===== src/rtl/core/xrg_pkg.sv =====
// Shared types and constants for the xorshift range generator.
package xrg_pkg;

  typedef logic [1:0]  mode_t;
  typedef logic [63:0] seed_t;

  localparam mode_t MODE_16 = 2'd0;
  localparam mode_t MODE_32 = 2'd1;
  localparam mode_t MODE_64 = 2'd2;

  localparam mode_t WIDTH_MODE_RST = MODE_32;

  localparam logic ACTION_DRAW = 1'b0;
  localparam logic ACTION_LOAD = 1'b1;

  // Register index of width_mode on the APB port.
  localparam logic REG_WIDTH_MODE = 1'b0;

  // Shift amounts per xorshift width.
  localparam int S16_A = 7;
  localparam int S16_B = 9;
  localparam int S16_C = 8;
  localparam int S32_A = 13;
  localparam int S32_B = 17;
  localparam int S32_C = 5;
  localparam int S64_A = 13;
  localparam int S64_B = 7;
  localparam int S64_C = 17;

  localparam int DRAW_W = 16;
  localparam int SPAN_W = 32;

endpackage


===== src/rtl/core/xrg_step.sv =====
// One xorshift step of the seed at the width chosen by the mode.
module xrg_step (
  input  xrg_pkg::seed_t seed,
  input  xrg_pkg::mode_t mode,
  output xrg_pkg::seed_t seed_nxt
);

  logic [15:0] s16_a, s16_b, s16_c;
  logic [31:0] s32_a, s32_b, s32_c;
  logic [63:0] s64_a, s64_b, s64_c;

  always_comb begin
    s16_a = seed[15:0] ^ (seed[15:0] << xrg_pkg::S16_A);
    s16_b = s16_a ^ (s16_a >> xrg_pkg::S16_B);
    s16_c = s16_b ^ (s16_b << xrg_pkg::S16_C);

    s32_a = seed[31:0] ^ (seed[31:0] << xrg_pkg::S32_A);
    s32_b = s32_a ^ (s32_a >> xrg_pkg::S32_B);
    s32_c = s32_b ^ (s32_b << xrg_pkg::S32_C);

    s64_a = seed ^ (seed << xrg_pkg::S64_A);
    s64_b = s64_a ^ (s64_a >> xrg_pkg::S64_B);
    s64_c = s64_b ^ (s64_b << xrg_pkg::S64_C);
  end

  // Unused mode code falls back to the 64-bit step.
  always_comb begin
    unique case (mode)
      xrg_pkg::MODE_16: seed_nxt = {48'd0, s16_c};
      xrg_pkg::MODE_32: seed_nxt = {32'd0, s32_c};
      default:          seed_nxt = s64_c;
    endcase
  end

endmodule


===== src/rtl/core/xrg_rem.sv =====
// Restoring remainder unit: 16-bit dividend by a 32-bit divisor, one bit a cycle.
module xrg_rem (
  input  logic                         clk,
  input  logic                         rst_n,
  input  logic                         start,
  input  logic [xrg_pkg::DRAW_W-1:0]   dividend,
  input  logic [xrg_pkg::SPAN_W-1:0]   divisor,
  output logic                         done,
  output logic [xrg_pkg::DRAW_W-1:0]   remainder
);

  localparam int CNT_W = $clog2(xrg_pkg::DRAW_W + 1);

  logic [xrg_pkg::DRAW_W-1:0] rem_r, rem_nxt;
  logic [xrg_pkg::DRAW_W-1:0] dvd_r, dvd_nxt;
  logic [xrg_pkg::SPAN_W-1:0] dvs_r, dvs_nxt;
  logic [CNT_W-1:0]           cnt_r, cnt_nxt;
  logic                       busy_r, busy_nxt;
  logic                       done_r, done_nxt;
  logic [xrg_pkg::DRAW_W:0]   trial;

  always_comb begin
    rem_nxt  = rem_r;
    dvd_nxt  = dvd_r;
    dvs_nxt  = dvs_r;
    cnt_nxt  = cnt_r;
    busy_nxt = busy_r;
    done_nxt = 1'b0;
    trial    = {rem_r, dvd_r[xrg_pkg::DRAW_W-1]};
    if (start) begin
      rem_nxt  = '0;
      dvd_nxt  = dividend;
      dvs_nxt  = divisor;
      cnt_nxt  = CNT_W'(xrg_pkg::DRAW_W);
      busy_nxt = 1'b1;
    end else if (busy_r) begin
      // Subtract when the shifted partial remainder reaches the divisor.
      if ({{(xrg_pkg::SPAN_W-xrg_pkg::DRAW_W-1){1'b0}}, trial} >= dvs_r) begin
        rem_nxt = xrg_pkg::DRAW_W'(({{(xrg_pkg::SPAN_W-xrg_pkg::DRAW_W-1){1'b0}}, trial})
                                   - dvs_r);
      end else begin
        rem_nxt = trial[xrg_pkg::DRAW_W-1:0];
      end
      dvd_nxt = dvd_r << 1;
      cnt_nxt = cnt_r - CNT_W'(1);
      if (cnt_r == CNT_W'(1)) begin
        busy_nxt = 1'b0;
        done_nxt = 1'b1;
      end
    end
  end

  always_ff @(posedge clk) begin
    if (!rst_n) begin
      busy_r <= 1'b0;
      done_r <= 1'b0;
      cnt_r  <= '0;
    end else begin
      busy_r <= busy_nxt;
      done_r <= done_nxt;
      cnt_r  <= cnt_nxt;
    end
    rem_r <= rem_nxt;
    dvd_r <= dvd_nxt;
    dvs_r <= dvs_nxt;
  end

  assign done      = done_r;
  assign remainder = rem_r;

endmodule


===== src/rtl/core/xorshift_range_generator.sv =====
// Top level: seed register, sequencer, remainder unit, clamp and output register.
//
// The block keeps a 64-bit seed. An input item either loads the seed
// (action = 1) or draws a number in [in_range_low, in_range_high] (action = 0).
// Input and result channels use valid/stall; a transfer happens at a clock
// edge with valid high and stall low. Every item gives exactly one result.
// A load writes the seed at the transfer, then registers its result in
// ST_FIN. A draw steps the seed, forms the span and starts the remainder
// unit in ST_STEP, waits in ST_DIV while the restoring remainder unit works
// (one quotient bit a cycle) until its done flag, then adds the low bound,
// clamps and registers in ST_FIN. No new item enters until the last one's
// result is registered; the input reopens as out_valid rises.
// in_stall is high from the transfer until the result is written into the
// output register; the output register lets the next item enter while a
// finished result still waits. If out_stall holds the output register, a
// finished result waits in the last step until the register frees.
// Synchronous reset (rst_n low) clears the seed to 0, sets width_mode to
// the 32-bit step and empties the output register.
// width_mode sits at APB byte address 0; write it only while idle.
module xorshift_range_generator (
  input  logic        clk,
  input  logic        rst_n,
  // input channel
  input  logic        in_valid,
  output logic        in_stall,
  input  logic        in_action,
  input  logic [63:0] in_seed_value,
  input  logic signed [31:0] in_range_low,
  input  logic signed [31:0] in_range_high,
  // result channel
  output logic        out_valid,
  input  logic        out_stall,
  output logic signed [31:0] out_value,
  output logic [15:0] out_raw_draw,
  output logic [63:0] out_seed_after,
  // configuration port
  input  logic        psel,
  input  logic        penable,
  input  logic        pwrite,
  input  logic [2:0]  paddr,
  input  logic [31:0] pwdata,
  output logic [31:0] prdata,
  output logic        pready
);

  localparam logic [1:0] ST_IDLE = 2'd0;
  localparam logic [1:0] ST_STEP = 2'd1;
  localparam logic [1:0] ST_DIV  = 2'd2;
  localparam logic [1:0] ST_FIN  = 2'd3;

  logic [1:0]            state_r, state_nxt;
  xrg_pkg::mode_t        mode_r, mode_nxt;
  xrg_pkg::seed_t        seed_r, seed_nxt;
  logic                  load_r, load_nxt;
  logic signed [31:0]    lo_r, lo_nxt;
  logic signed [31:0]    hi_r, hi_nxt;
  logic [15:0]           raw_r, raw_nxt;

  logic                  out_valid_r, out_valid_nxt;
  logic signed [31:0]    out_value_r, out_value_nxt;
  logic [15:0]           out_raw_r, out_raw_nxt;
  logic [63:0]           out_seed_r, out_seed_nxt;

  xrg_pkg::seed_t        step_seed;
  logic                  rem_start;
  logic                  rem_done;
  logic [15:0]           rem_val;
  logic signed [32:0]    span;
  logic [32:0]           span_abs;
  logic [31:0]           span_mag;
  logic signed [33:0]    sum;
  logic signed [31:0]    clamped;
  logic                  in_xfer;
  logic                  fin_go;
  logic                  cfg_wr;
  xrg_pkg::seed_t        load_seed;

  xrg_step u_step (
    .seed     (seed_r),
    .mode     (mode_r),
    .seed_nxt (step_seed)
  );

  xrg_rem u_rem (
    .clk       (clk),
    .rst_n     (rst_n),
    .start     (rem_start),
    .dividend  (step_seed[15:0]),
    .divisor   (span_mag),
    .done      (rem_done),
    .remainder (rem_val)
  );

  assign in_stall  = (state_r != ST_IDLE);
  assign in_xfer   = in_valid && !in_stall;
  assign rem_start = (state_r == ST_STEP);
  assign fin_go    = (state_r == ST_FIN) && (!out_valid_r || !out_stall);
  assign cfg_wr    = psel && penable && pwrite && pready;

  // Span magnitude; a zero span counts as one.
  always_comb begin
    span     = 33'(hi_r) - 33'(lo_r);
    span_abs = span[32] ? 33'(-span) : 33'(span);
    span_mag = (span_abs == 33'd0) ? 32'd1 : span_abs[31:0];
  end

  // Offset and clamp, upper bound first.
  always_comb begin
    sum = 34'(lo_r) + $signed({18'd0, rem_val});
    priority if (sum > 34'(hi_r)) begin
      clamped = hi_r;
    end else if (sum < 34'(lo_r)) begin
      clamped = lo_r;
    end else begin
      clamped = sum[31:0];
    end
  end

  always_comb begin
    unique case (mode_r)
      xrg_pkg::MODE_16: load_seed = {48'd0, in_seed_value[15:0]};
      xrg_pkg::MODE_32: load_seed = {32'd0, in_seed_value[31:0]};
      default:          load_seed = in_seed_value;
    endcase
  end

  always_comb begin
    state_nxt     = state_r;
    seed_nxt      = seed_r;
    load_nxt      = load_r;
    lo_nxt        = lo_r;
    hi_nxt        = hi_r;
    raw_nxt       = raw_r;
    out_valid_nxt = out_valid_r && out_stall;
    out_value_nxt = out_value_r;
    out_raw_nxt   = out_raw_r;
    out_seed_nxt  = out_seed_r;
    mode_nxt      = mode_r;

    if (cfg_wr && (paddr[2] == xrg_pkg::REG_WIDTH_MODE)) begin
      mode_nxt = pwdata[1:0];
    end

    unique case (state_r)
      ST_IDLE: begin
        if (in_xfer) begin
          load_nxt = (in_action == xrg_pkg::ACTION_LOAD);
          lo_nxt   = in_range_low;
          hi_nxt   = in_range_high;
          if (in_action == xrg_pkg::ACTION_LOAD) begin
            seed_nxt  = load_seed;
            state_nxt = ST_FIN;
          end else begin
            state_nxt = ST_STEP;
          end
        end
      end
      ST_STEP: begin
        seed_nxt  = step_seed;
        raw_nxt   = step_seed[15:0];
        state_nxt = ST_DIV;
      end
      ST_DIV: begin
        if (rem_done) begin
          state_nxt = ST_FIN;
        end
      end
      ST_FIN: begin
        // Hold here until the output register frees.
        if (fin_go) begin
          out_valid_nxt = 1'b1;
          out_value_nxt = load_r ? 32'sd0 : clamped;
          out_raw_nxt   = load_r ? 16'd0 : raw_r;
          out_seed_nxt  = seed_r;
          state_nxt     = ST_IDLE;
        end
      end
      default: state_nxt = ST_IDLE;
    endcase
  end

  always_ff @(posedge clk) begin
    if (!rst_n) begin
      state_r     <= ST_IDLE;
      mode_r      <= xrg_pkg::WIDTH_MODE_RST;
      seed_r      <= '0;
      out_valid_r <= 1'b0;
      load_r      <= 1'b0;
    end else begin
      state_r     <= state_nxt;
      mode_r      <= mode_nxt;
      seed_r      <= seed_nxt;
      out_valid_r <= out_valid_nxt;
      load_r      <= load_nxt;
    end
    lo_r        <= lo_nxt;
    hi_r        <= hi_nxt;
    raw_r       <= raw_nxt;
    out_value_r <= out_value_nxt;
    out_raw_r   <= out_raw_nxt;
    out_seed_r  <= out_seed_nxt;
  end

  assign out_valid      = out_valid_r;
  assign out_value      = out_value_r;
  assign out_raw_draw   = out_raw_r;
  assign out_seed_after = out_seed_r;

  assign pready = 1'b1;
  assign prdata = (paddr[2] == xrg_pkg::REG_WIDTH_MODE) ? {30'd0, mode_r} : 32'd0;

endmodule


===== config.mk =====
export PLATFORM = sky130hd
export DESIGN_NAME = xorshift_range_generator
export DESIGN_NICKNAME = d
export VERILOG_FILES = /design/src/rtl/core/xrg_pkg.sv /design/src/rtl/core/xrg_step.sv /design/src/rtl/core/xrg_rem.sv /design/src/rtl/core/xorshift_range_generator.sv
export SDC_FILE = /design/constraint.sdc
export NUM_CORES = 1
export LEC_CHECK = 0
export BUFFER_PORTS_ARGS = -buffer_cell sky130_fd_sc_hd__buf_2
export CAP_MARGIN = 20
export CORE_MARGIN = 3
export CORE_UTILIZATION = 47
export DETAILED_ROUTE_END_ITERATION = 7
export GPL_ROUTABILITY_DRIVEN = 0
export PLACE_DENSITY = 0.65
export SYNTH_ARGS = -nofsm -noshare
export SYNTH_HDL_FRONTEND = slang
export SYNTH_SLANG_ARGS = --single-unit

===== constraint.sdc =====
create_clock -name clk -period 11.8 [get_ports clk]
set_clock_uncertainty 0.15 [all_clocks]
set_input_delay 1.77 -clock clk [delete_from_list [all_inputs] [get_ports clk]]
set_output_delay 1.77 -clock clk [all_outputs]
set_load 0.1 [all_outputs]

==> impl_metrics.ini, run 1 <==
[run_status]
status = complete, no violations

[yosys]
avgSynthCellArea_um2 = 9.771
synth-seq-cells = 333
yosysTopAreaCellShare = 0.3297
async_flop_share = 0
synth_warnings = 0
synth.distinct_cells = 89
synth_edf_count = 240
synth-seq-area-share = 0.4149
syn_area_um2 = 21860
syn_inst = 2237
synth_xor_xnor_area_share = 0.1251
synth_top_area_cell = edfxtp_1
synth_common_cells = edfxtp_1 (240), xnor2_1 (222), nor2_1 (200)
synthAdderAreaFrac = 0.07602
synthFlopType = edfxtp_1
synth.area.top_cells = edfxtp_1 (33%), xnor2_1 (8.9%), dfxtp_1 (8.5%), ha_1 (7.3%), xor2_1 (3.5%)
synth_compound_area_frac = 0.1727
synth_top_family_by_area = compound AO/OA/AOI/OAI gates
synthMuxAreaShare = 0.02204
synthSimpleGateAreaFrac = 0.1350
synthMostInstantiatedCell = edfxtp_1

[detailed_routing]
vias_per_cell = 5.710
drt-initial-drc-count = 1243
wl_per_cell_um = 19.55
routed_wirelength_um = 59980
drt_first_pass_iters = 7
antenna_left = 0
vias = 17520
drc = 0

[clocking]
clock-sinks = 333
htreeDepth = 2
clock-root-buffer = clkbuf_16
numCtsBuffers = 38
post_cts_resized = 0
clk_latency_ns = 0.56
cts_setup_buffers = 0
cts_hold_buf = 0
tritoncts = built
cts.path.max_buffers = 3
clkTransAtPathRegs_ns = 0.06

[timing]
hold_viol_final = 0
setup-violations-final = 0
hold_ws_ns = 0.3367
fin_crit_sh = 0.5434
period_minus_slack_ns = 6.413
rsz0062_at_grt = false
fmax_mhz = 155.9
setup_tns_ns = 0
worst_slew_pin_slew_ns = 1.114
final_max_slew_viol_count = 0
maxSlewHeadroom = 0.2522

[critical_path]
critical_path.max_fanout = 69
crit_path_end_kind = flop
criticalPathCategory = reg2reg
crit_buf_inv = 2
cp.required_ns = 12.01
startpoint_type = flop
slowest_stage = buf_4
cp_common_cell = o21ai_0
worstPathArrival_ns = 6.63
cp_top_family = compound AO/OA/AOI/OAI gates
r2r_slack_ns = 5.39
critPathMaxStageDelay_ns = 0.53

[floorplanning]
die_y_um = 221.7
dieArea_um2 = 49130
num_io_pins = 318
coreArea_um2 = 45670
die_w_um = 221.7
start_util = 0.4786
rows = 78

[global_route]
grt_overflow = 0
antenna_found_initial = 3
grt_max_degree = 98
gr-usage-all-layers = 0.2365
grt_pass1_wl_um = 93840
grt_pass1_vias = 17140

[finish]
final_util = 0.5440
diodes = 0
syn_to_final_growth_pct = 13.68
final_nets = 2743
drive_above_1_share = 0.1544

[pwr]
peakVddDrop_uv = 186.0
power_density_nw_per_um2 = 304.2
leakagePower_nw = 10.08

[worst_hold_path]
hold_class = reg2reg

[placement]
place_hpwl_um = 45180
io_buffers = 254

[flow_run]
maxCapViolCount = 0
[layout make-up]
cell class / instances / area, um2
well taps: 600 / 750.7
clock inverters: 18 / 175.2
fillers: 4049 / 20830
repair buffers: 273 / 1454
flip-flops and latches: 333 / 9070
multi-input cells: 1656 / 11780
clock buffers: 49 / 1096
inverters: 139 / 521.8
[worst paths after layout]
| check | from | to | cells after the start |
|---|---|---|---|
| setup / recovery | u_rem.remainder[1] | out_value[22] | 27 |
| hold / removal | seed_r[63] | out_seed_after[63] | 0 |
| setup reg to reg | u_rem.remainder[1] | out_value[22] | 27 |
| hold reg to reg | seed_r[63] | out_seed_after[63] | 0 |
[power by group]
group	internal [mW]	switching, mW
Clock	0.705	0.487
Combinational	1.62	2.75
Sequential	1.73	0.270
[flip-flops by register name, summed over array words and instances (netlist names), 32 cells and up]
register        flops
out_seed_after     64
u_rem.dvs_r        32
lo_r               32
seed_r             64
hi_r               32
out_value          32
[metal layers]
layer	part of all wire	wire length [um]	track usage
met1	0.43	25820	0.3064
met2	0.47	28360	0.3992
met3	0.058	3505	0.03747
met4	0.037	2246	0.09061
met5	0.00068	41	0
[cell usage in the layout, fill, tap and decap left out, types with 31 or more instances in the layout]
cell type / count
xor2_1: 87
nor2_1: 200
nand3_1: 33
buf_2: 254
o21ai_0: 87
edfxtp_1: 240
ha_1: 127
nor2b_1: 68
dfxtp_1: 92
a21oi_1: 144
mux2i_1: 47
clkbuf_16: 41
nand2_1: 100
a211oi_1: 52
inv_1: 138
conb_1: 31
xnor2_1: 222
a21o_1: 34
[cells by family (layout without fill, tap and decap cells)]
group / count (synthesis) / count (layout)
adder cells (fa/ha/maj): 131 / 131
flip-flops: 333 / 333
AND/OR/NAND/NOR: 580 / 580
XOR/XNOR: 310 / 310
buffers and inverters: 277 / 479
multiplexers: 48 / 48
other: 2 / 31
AO/OA/AOI/OAI: 556 / 556
[stage by stage]
stage	power (mW)	worst slack [ns]	cells	area, um2
6_report	7.559	5.387	3068	24850
3_3_place_gp	6.243	5.565	2998	23510
4_1_cts	7.561	5.402	3065	24790
3_5_place_dp	6.330	5.443	2998	23510
5_1_grt	8.098	4.898	3068	24850
2_1_floorplan	5.355	1.055	2266	21970
(Power assumes the default switching activity.)
==> run 2, diff against run 1 <==
--- a/config.mk
+++ b/config.mk
@@ -5,13 +5,14 @@
 export SDC_FILE = /design/constraint.sdc
 export NUM_CORES = 1
 export LEC_CHECK = 0
+export ABC_AREA = 1
 export BUFFER_PORTS_ARGS = -buffer_cell sky130_fd_sc_hd__buf_2
 export CAP_MARGIN = 20
 export CORE_MARGIN = 3
 export CORE_UTILIZATION = 47
 export DETAILED_ROUTE_END_ITERATION = 7
 export GPL_ROUTABILITY_DRIVEN = 0
-export PLACE_DENSITY = 0.65
+export PLACE_DENSITY = 0.64
 export SYNTH_ARGS = -nofsm -noshare
 export SYNTH_HDL_FRONTEND = slang
 export SYNTH_SLANG_ARGS = --single-unit
==> constraint.sdc (replaced) <==
create_clock -name clk -period 6.7 [get_ports clk]
set_clock_uncertainty 0.15 [all_clocks]
set_input_delay 1.005 -clock clk [delete_from_list [all_inputs] [get_ports clk]]
set_output_delay 1.005 -clock clk [all_outputs]
set_load 0.1 [all_outputs]
==> run 2 against run 1 <==
Effect of this change: setup slack got worse by 4.5 ns; sequential share of layout area fell by 2.1 points; total power rose by 76%; critical path type unchanged; critical endpoint is now out_value[7]; first-iteration DRC count rose by 65%; largest power group unchanged; wire length rose by 19%; area after synthesis rose by 6.4%; clock power rose by 80%; highest routed layer is now met4; utilization rose by 0.070 points; sequential power rose by 78%.
==> impl_metrics.ini, run 2 <==
[run_status]
status = complete, no violations

[finish]
final_nets = 3586
layout_commonest_cell = nand2_1
final_util = 0.5447
nFillCells = 4590
stdcell_count = 3973
stdcell_area_um2 = 26340
drive_above_1_share = 0.1273
regArea_um2 = 9069
multi_input_area_um2 = 11870
syn_to_final_growth_pct = 13.25
final_cell_mix = nand2_1 (814), inv_1 (484), buf_2 (254)

[critical_path]
timing.rr.end = out_value[7]
r2r_cells = 26
criticalPathCategory = reg2reg
r2r-start = lo_r[2]
crit_buf_inv = 4
critical_path.max_fanout = 25
cp.required_ns = 6.87
r2r_slack_ns = 0.93
crit_path_end_kind = flop
cp.depth = 26
cp_top_family = compound AO/OA/AOI/OAI gates
startpoint_type = flop
critPathCapture = out_value[7]
cp_common_cell = nand2_1
startpoint = lo_r[2]
critPathMaxStageDelay_ns = 0.43
slowest_stage = edfxtp_1
worstPathArrival_ns = 5.94

[timing]
worst_slew_pin_slew_ns = 1.032
setup_tns_ns = 0
rsz0062_at_grt = false
hold_viol_final = 0
final_max_slew_viol_count = 0
fmax_mhz = 173.5
hold_ws_ns = 0.3400
period_minus_slack_ns = 5.765
setup-violations-final = 0
fin_crit_sh = 0.8605
maxSlewHeadroom = 0.3118
setup_ws_ns = 0.9348

[yosys]
synthFlopType = edfxtp_1
yosysTopAreaCellShare = 0.3099
synth-seq-area-share = 0.3900
synthMuxAreaShare = 0
synthAdderAreaFrac = 0.07145
synth.area.top_cells = edfxtp_1 (31%), nand2_1 (13%), dfxtp_1 (8.0%), inv_1 (7.9%), ha_1 (6.9%)
synth_edf_count = 240
synth_xor_xnor_area_share = 0.07947
async_flop_share = 0
syn_inst = 3059
synth_top_family_by_area = simple AND/OR/NAND/NOR gates
synth_common_cells = nand2_1 (814), inv_1 (487), edfxtp_1 (240)
synth-seq-cells = 333
synth_compound_area_frac = 0.1039
syn_area_um2 = 23250
synth_warnings = 0
avgSynthCellArea_um2 = 7.602
synthSimpleGateAreaFrac = 0.2491
synth.distinct_cells = 55
synth_top_area_cell = edfxtp_1
synthMostInstantiatedCell = nand2_1

[floorplanning]
start_util = 0.4810
dieArea_um2 = 52180
rows = 80
num_io_pins = 318
die_y_um = 228.4
coreArea_um2 = 48350
die_w_um = 228.4

[pwr]
power_density_nw_per_um2 = 505.4
leakagePower_nw = 12.53
finalPower_mw = 13.31
peakVddDrop_uv = 263.3

[detailed_routing]
wl_per_cell_um = 18.02
drc = 0
drt-initial-drc-count = 2048
drt_first_pass_iters = 6
vias = 21400
routed_wirelength_um = 71590
vias_per_cell = 5.385
antenna_left = 0

[clocking]
post_cts_resized = 0
cts.path.max_buffers = 3
clock-root-buffer = clkbuf_16
cts_hold_buf = 0
tritoncts = built
numCtsBuffers = 39
clk_latency_ns = 0.58
htreeDepth = 2
clock-sinks = 333
clkTransAtPathRegs_ns = 0.06
cts_setup_buffers = 0

[placement]
dp.cells = 3898
place_ws_ns = 1.085
postPlaceCellArea_um2 = 25010
io_buffers = 254
place_hpwl_um = 55870

[global_route]
gr-usage-all-layers = 0.2652
grt_max_degree = 82
antenna_found_initial = 0
grt_pass1_vias = 20520
grt_pass1_wl_um = 110700
grt_overflow = 0

[worst_hold_path]
hold_class = reg2reg

[flow_run]
maxCapViolCount = 0
[run 2: cell count changes after synthesis, sizes merged, moves of 21 or more]
cell	delta
nand3	+153
o21ai	+48
a22oi	-30
o211ai	+23
nand4	+31
nor2b	-68
nand2	+737
clkbuf	-29
a211oi	-52
xnor2	-111
a21o	-34
mux2i	-47
inv	+353
o21a	-21
[run 2: per-layer routing]
layer  up-vias  track usage  share of wire
li1      10370            -              -
met1      9925       0.3365           0.41
met5         -            0              0
met4         0       0.1160          0.046
met2       906       0.4549           0.47
met3       195      0.03315          0.069
[run 2: worst min path at each step]
| stage | endpoint | startpoint | slack (ns) | depth (start not counted) |
|---|---|---|---|---|
| finish | out_seed_after[58] | seed_r[58] | 0.34 | 0 |
| global route | out_seed_after[63] | seed_r[63] | 0.35 | 0 |
| CTS | out_seed_after[63] | seed_r[63] | 0.33 | 0 |
| detailed placement | out_seed_after[63] | seed_r[63] | 0.32 | 0 |
| global placement | out_seed_after[56] | seed_r[56] | 0.31 | 0 |
| floorplan | out_seed_after[0] | seed_r[0] | 0.26 | 0 |
[run 2: final cells by class]
type,instances,area share
Inverter,494,0.07060
Clock inverter,23,0.008029
Antenna cell,3,0.0002851
Clock buffer,48,0.04110
Tap cell,656,0.03117
Multi-Input combinational cell,2146,0.4509
Timing Repair Buffer,270,0.05359
Sequential cell,333,0.3444
[run 2: worst register-to-register path: stages, from the launching register on]
cell      delay (ns)
edfxtp_1        0.43
ha_1            0.38
nand3_1         0.09
nand2_1         0.11
a21oi_1         0.09
o21bai_1        0.22
a21boi_1        0.15
o21ai_0         0.38
a21boi_1        0.22
o21bai_1        0.25
a21boi_1        0.16
nor3_1          0.37
nand2_1         0.14
inv_1           0.08
ha_1            0.24
inv_1           0.10
ha_1            0.23
nand2_1         0.13
o21ai_0         0.10
a21boi_0        0.27
o21a_1          0.16
nand2_1         0.10
o21ai_4         0.32
buf_4           0.35
nand3_1         0.12
nand2_1         0.13
inv_1           0.05
[run 2: cell families (layout without fill, tap and decap cells)]
family                   after synthesis  in the layout
flip-flops                           333            333
AND/OR/NAND/NOR                     1354           1354
buffers and inverters                609            835
XOR/XNOR                             211            211
other                                  2             34
AO/OA/AOI/OAI                        419            419
adder cells (fa/ha/maj)              131            131
[run 2: power by group]
| part | leakage [nW] | switching [mW] | internal (mW) |
|---|---|---|---|
| Combinational | 8.89 | 5.39 | 2.21 |
| Sequential | 3.00 | 0.493 | 3.07 |
| Clock | 0.640 | 0.903 | 1.24 |
